==> config.mk <==
export PLATFORM = sky130hd
export DESIGN_NAME = kps_div
export DESIGN_NICKNAME = d
export VERILOG_FILES = /design/src/design/kps_div.sv
export SDC_FILE = /design/constraint.sdc
export NUM_CORES = 1
export LEC_CHECK = 0
export BUFFER_PORTS_ARGS = -buffer_cell sky130_fd_sc_hd__buf_2
export CAP_MARGIN = 20
export CORE_ASPECT_RATIO = 0.75
export CORE_UTILIZATION = 30
export CTS_CLUSTER_SIZE = 40
export DETAILED_ROUTE_END_ITERATION = 7
export GPL_TIMING_DRIVEN = 1
export SYNTH_ARGS = -nofsm -noshare
export SYNTH_HDL_FRONTEND = slang
export SYNTH_SLANG_ARGS = --single-unit
export TNS_END_PERCENT = 100
==> constraint.sdc <==
create_clock -name clk -period 4.5 [get_ports clk]
set_input_delay 0.225 -clock clk [delete_from_list [all_inputs] [get_ports clk]]
set_output_delay 0.225 -clock clk [all_outputs]
set_load 0.03 [all_outputs]
==> src/design/kps_div.sv <==
// Restoring remainder unit, one quotient bit per cycle.
module kps_div
(
    input  logic        clk,
    input  logic        rst_n,
    input  logic        start,
    input  logic [31:0] num,
    input  logic [30:0] den,
    output logic        done,
    output logic [30:0] rem
);

    logic        busy_reg, busy_next;
    logic [5:0]  cnt_reg, cnt_next;
    logic [31:0] num_reg, num_next;
    logic [30:0] den_reg, den_next;
    logic [30:0] rem_reg, rem_next;
    logic [31:0] trial;

    assign trial = {rem_reg, num_reg[31]};
    assign done  = busy_reg && (cnt_reg == 6'd0);
    assign rem   = rem_reg;

    always_comb
    begin
        busy_next = busy_reg;
        cnt_next  = cnt_reg;
        num_next  = num_reg;
        den_next  = den_reg;
        rem_next  = rem_reg;
        if (start)
        begin
            busy_next = 1'b1;
            cnt_next  = 6'd32;
            num_next  = num;
            den_next  = den;
            rem_next  = '0;
        end
        else if (busy_reg)
        begin
            if (cnt_reg == 6'd0)
            begin
                busy_next = 1'b0;
            end
            else
            begin
                cnt_next = cnt_reg - 6'd1;
                num_next = {num_reg[30:0], 1'b0};
                if (trial >= {1'b0, den_reg})
                begin
                    rem_next = 31'(trial - {1'b0, den_reg});
                end
                else
                begin
                    rem_next = trial[30:0];
                end
            end
        end
    end

    always_ff @(posedge clk or negedge rst_n)
    begin
        if (!rst_n)
        begin
            busy_reg <= 1'b0;
            cnt_reg  <= '0;
        end
        else
        begin
            busy_reg <= busy_next;
            cnt_reg  <= cnt_next;
        end
    end

    always_ff @(posedge clk)
    begin
        num_reg <= num_next;
        den_reg <= den_next;
        rem_reg <= rem_next;
    end

endmodule

==> run summary <==
====================================================================================
Final hold slack ......................................................     27.59 ps
Max clock buf depth ...................................................            2
Transition at the pin with the smallest max-transition slack ..........      1006 ps
Util after Layout .....................................................       36.56%
Wirelength per Cell ...................................................     15.59 um
Floorplan row count ...................................................           43
Count of nets after finishing .........................................          755
Storage element area .................................................. 0.002688 mm^2
CTS clock-pin slew for the worst setup and hold paths .................        80 ps
Synthesized Nets ......................................................          670
Total negative setup slack ............................................         0 ps
Half-perimeter wire length after detailed placement ...................     10210 um
Final critical delay including setup and external delays ..............      3403 ps
Overall Global Routing Usage ..........................................       14.70%
Highest achievable clock rate .........................................    293.8 MHz
Most frequently used flop master after synthesis ...................... sky130_fd_sc_hd__edfxtp_1
Detailed-routing iteration count for the pre-antenna-repair pass ......            5
DRT antenna net count .................................................            0
Congestion Overflow GR ................................................            0
Highest ir drop seen on vdd ...........................................     228.0 uV
Largest net degree at the start of global routing .....................           78
Sequential element share of the synthesized area ......................       45.82%
Post-placement setup slack ............................................      1135 ps
Slew Limit Fails ......................................................            0
Overall die width .....................................................     163.5 um
Worst Slack Setup Final ...............................................      1097 ps
Type of element capturing the critical path ...........................     register
Setup repair after global routing missed its margin ...................        false
Post-route fraction of the period consumed by the critical path .......       75.63%
Length in cells of the worst reg-to-reg path ..........................           10
Largest fanout on the critical path ...................................           17
Launching element type of the critical path ...........................     register
DR vias ...............................................................         4535
Hold crit path type ...................................................       in2reg
Die extent in y .......................................................     123.1 um
Post-synth EDFFs ......................................................           63
Area used by multi-input combinational logic .......................... 0.002879 mm^2
Flip-flop count of the largest register, all copies and words added ...           32
CTS Root Cell ......................................................... sky130_fd_sc_hd__clkbuf_16
Weighted congestion at the end of routability-driven global placement .       0.8824
Filler cells ..........................................................         1926
Post-layout power .....................................................     3.714 mW
Die footprint ......................................................... 0.02012 mm^2
Number of vias per cell after detailed routing ........................        4.984
CTS tree ..............................................................          yes
Number of DRC violations after detailed routing .......................            0
Iteration-0 DRC Markers ...............................................          280
Data arrival time of the worst path ...................................      3680 ps
IO buf count ..........................................................           97
Relative slew slack ...................................................       32.92%
Clock skew after layout ...............................................     13.80 ps
WL final ..............................................................     14190 um
IO Count ..............................................................           98
Total setup violations reported at the end of the flow ................            0
Share of flip-flops with an asynchronous set or reset .................       6.931%
Share of post-route cells with drive strength above 1 .................       23.48%
Synth Register Bits ...................................................          101
Final hold vios .......................................................            0
Number of global-route vias before repair .............................         4305
Standard cell core area ............................................... 0.01883 mm^2
Synth-to-Final Area Change ............................................       17.38%
Worst path required time ..............................................      4770 ps
Number of cells on the worst hold path ................................            1
Static leakage ........................................................     3.088 nW
Run status ............................................................ complete, no violations
Deepest level of the CTS H-tree .......................................            3
Starting density of the core ..........................................       31.15%
CTS Hold Buffers Added ................................................            1
Total power density per cell area ..................................... 539.3 mW/mm^2
Post-Synthesis Cells ..................................................          570
Post_cts resized ......................................................            0
CTS Buf Count .........................................................            9
Global-route wire length before repair ................................     22690 um
Total standard cell area after synthesis .............................. 0.005866 mm^2
Maximum capacitance violations ........................................            0
Post-synthesis area per instance ......................................   10.29 um^2
Post CTS Setup Buffer Count ...........................................            0
Number of warnings reported in the yosys synthesis log ................            0
Critical path start-end classification ................................      reg2reg
Clk Latency, worst-skew pair ..........................................       370 ps
Synth unique cells ....................................................           55
Reg-to-reg setup timing slack .........................................      1100 ps
Initial antenna violation count .......................................            4
Count of clock tree sinks .............................................          101
====================================================================================
==> cells in the final DEF (no fill, tap or decap), types with 3 or more instances in the layout <==
cell type / instances
sky130_fd_sc_hd__a211oi_1: 3
sky130_fd_sc_hd__a21o_1: 9
sky130_fd_sc_hd__a21oi_1: 53
sky130_fd_sc_hd__a31oi_1: 13
sky130_fd_sc_hd__and2_1: 14
sky130_fd_sc_hd__and3_1: 7
sky130_fd_sc_hd__buf_2: 96
sky130_fd_sc_hd__buf_4: 4
sky130_fd_sc_hd__clkbuf_16: 9
sky130_fd_sc_hd__dfrtp_1: 7
sky130_fd_sc_hd__dfxtp_1: 31
sky130_fd_sc_hd__diode_2: 3
sky130_fd_sc_hd__edfxtp_1: 63
sky130_fd_sc_hd__ha_1: 33
sky130_fd_sc_hd__inv_1: 46
sky130_fd_sc_hd__inv_8: 3
sky130_fd_sc_hd__mux2_2: 32
sky130_fd_sc_hd__mux2i_1: 21
sky130_fd_sc_hd__nand2_1: 34
sky130_fd_sc_hd__nand2b_1: 4
sky130_fd_sc_hd__nand3_1: 5
sky130_fd_sc_hd__nand4_1: 9
sky130_fd_sc_hd__nor2_1: 20
sky130_fd_sc_hd__nor2b_1: 4
sky130_fd_sc_hd__nor3_1: 5
sky130_fd_sc_hd__nor4_1: 3
sky130_fd_sc_hd__o211ai_1: 9
sky130_fd_sc_hd__o21a_1: 3
sky130_fd_sc_hd__o21ai_0: 41
sky130_fd_sc_hd__o21bai_1: 5
sky130_fd_sc_hd__o22ai_1: 8
sky130_fd_sc_hd__o41ai_1: 3
sky130_fd_sc_hd__or3_1: 3
sky130_fd_sc_hd__xnor2_1: 22
sky130_fd_sc_hd__xor2_1: 5
==> final timing paths <==
kind / start / end
min: den[0] / den_reg[0]
min in group asynchronous: rst_n / cnt_reg[4]
max: den_reg[0] / rem[27]
max reg2reg: den_reg[0] / rem[27]
max in group asynchronous: rst_n / cnt_reg[1]
min reg2reg: num_reg[3] / num_reg[4]
==> critical path, stage by stage, from the launching register on <==
cell                       delay (ps)
sky130_fd_sc_hd__edfxtp_1         380
sky130_fd_sc_hd__ha_1             220
sky130_fd_sc_hd__fa_1             390
sky130_fd_sc_hd__nand2b_1         200
sky130_fd_sc_hd__a21oi_2          240
sky130_fd_sc_hd__o21ai_0          240
sky130_fd_sc_hd__a211o_1          360
sky130_fd_sc_hd__a221oi_4         270
sky130_fd_sc_hd__o32ai_4          270
sky130_fd_sc_hd__or2_1            430
sky130_fd_sc_hd__o32ai_2          300
==> through the flow <==
step | instances | instance area, um^2
2_1_floorplan | 570 | 5866
3_5_place_dp | 890 | 6559
4_1_cts | 907 | 6878
3_3_place_gp | 890 | 6559
5_1_grt | 907 | 6878
6_report | 910 | 6885
==> per-layer routing <==
layer  vias up  GRT usage (%)  wire length [um]
met3        14          5.703              1139
met2       131          20.95              5868
li1       2271              -                 -
met4         2          3.877               173
met1      2117          20.53              6998
met5         -              0                10
==> logic make-up (layout without fill, tap and decap cells) <==
kind of cell	Yosys count	in the layout	synth area share (%)
AND/OR/NAND/NOR	116	116	10.03
other	0	3	0
AO/OA/AOI/OAI	166	166	17.92
buffers and inverters	73	163	5.098
XOR/XNOR	27	27	4.031
flip-flops	101	101	45.82
multiplexers	53	53	9.727
adder cells (fa/ha/maj)	34	34	7.381
==> cell usage after synthesis, types with 7 or more instances <==
library cell | number | area (um^2)
sky130_fd_sc_hd__mux2i_1 | 21 | 210.2
sky130_fd_sc_hd__o211ai_1 | 9 | 67.56
sky130_fd_sc_hd__and3_1 | 7 | 43.79
sky130_fd_sc_hd__nor2_1 | 20 | 75.07
sky130_fd_sc_hd__nand2_1 | 34 | 127.6
sky130_fd_sc_hd__edfxtp_1 | 63 | 1892
sky130_fd_sc_hd__mux2_2 | 32 | 360.4
sky130_fd_sc_hd__o22ai_1 | 8 | 50.05
sky130_fd_sc_hd__a21oi_1 | 53 | 265.3
sky130_fd_sc_hd__xnor2_1 | 22 | 192.7
sky130_fd_sc_hd__a21o_1 | 9 | 67.56
sky130_fd_sc_hd__and2_1 | 14 | 87.58
sky130_fd_sc_hd__nand4_1 | 9 | 56.30
sky130_fd_sc_hd__clkbuf_1 | 17 | 63.81
sky130_fd_sc_hd__o21ai_0 | 41 | 205.2
sky130_fd_sc_hd__dfxtp_1 | 31 | 620.6
sky130_fd_sc_hd__ha_1 | 33 | 412.9
sky130_fd_sc_hd__dfrtp_1 | 7 | 175.2
sky130_fd_sc_hd__a31oi_1 | 13 | 81.33
sky130_fd_sc_hd__inv_1 | 46 | 172.7
==> power by group <==
part / total (mW) / switching, mW / internal (mW)
clock: 0.815 / 0.415 / 0.400
combinational: 1.54 / 0.944 / 0.597
sequential: 1.36 / 0.141 / 1.22
==> cell type report <==
type | count | share of cell area, %
clock buffer | 9 | 3.271
timing repair buffer | 101 | 7.560
antenna | 3 | 0.1090
clock inverter | 7 | 1.218
sequential | 101 | 39.03
inverter | 46 | 2.508
multi-input combinational | 396 | 41.81
tap | 247 | 4.488
No activity file was read; power rests on OpenSTA's default activity.
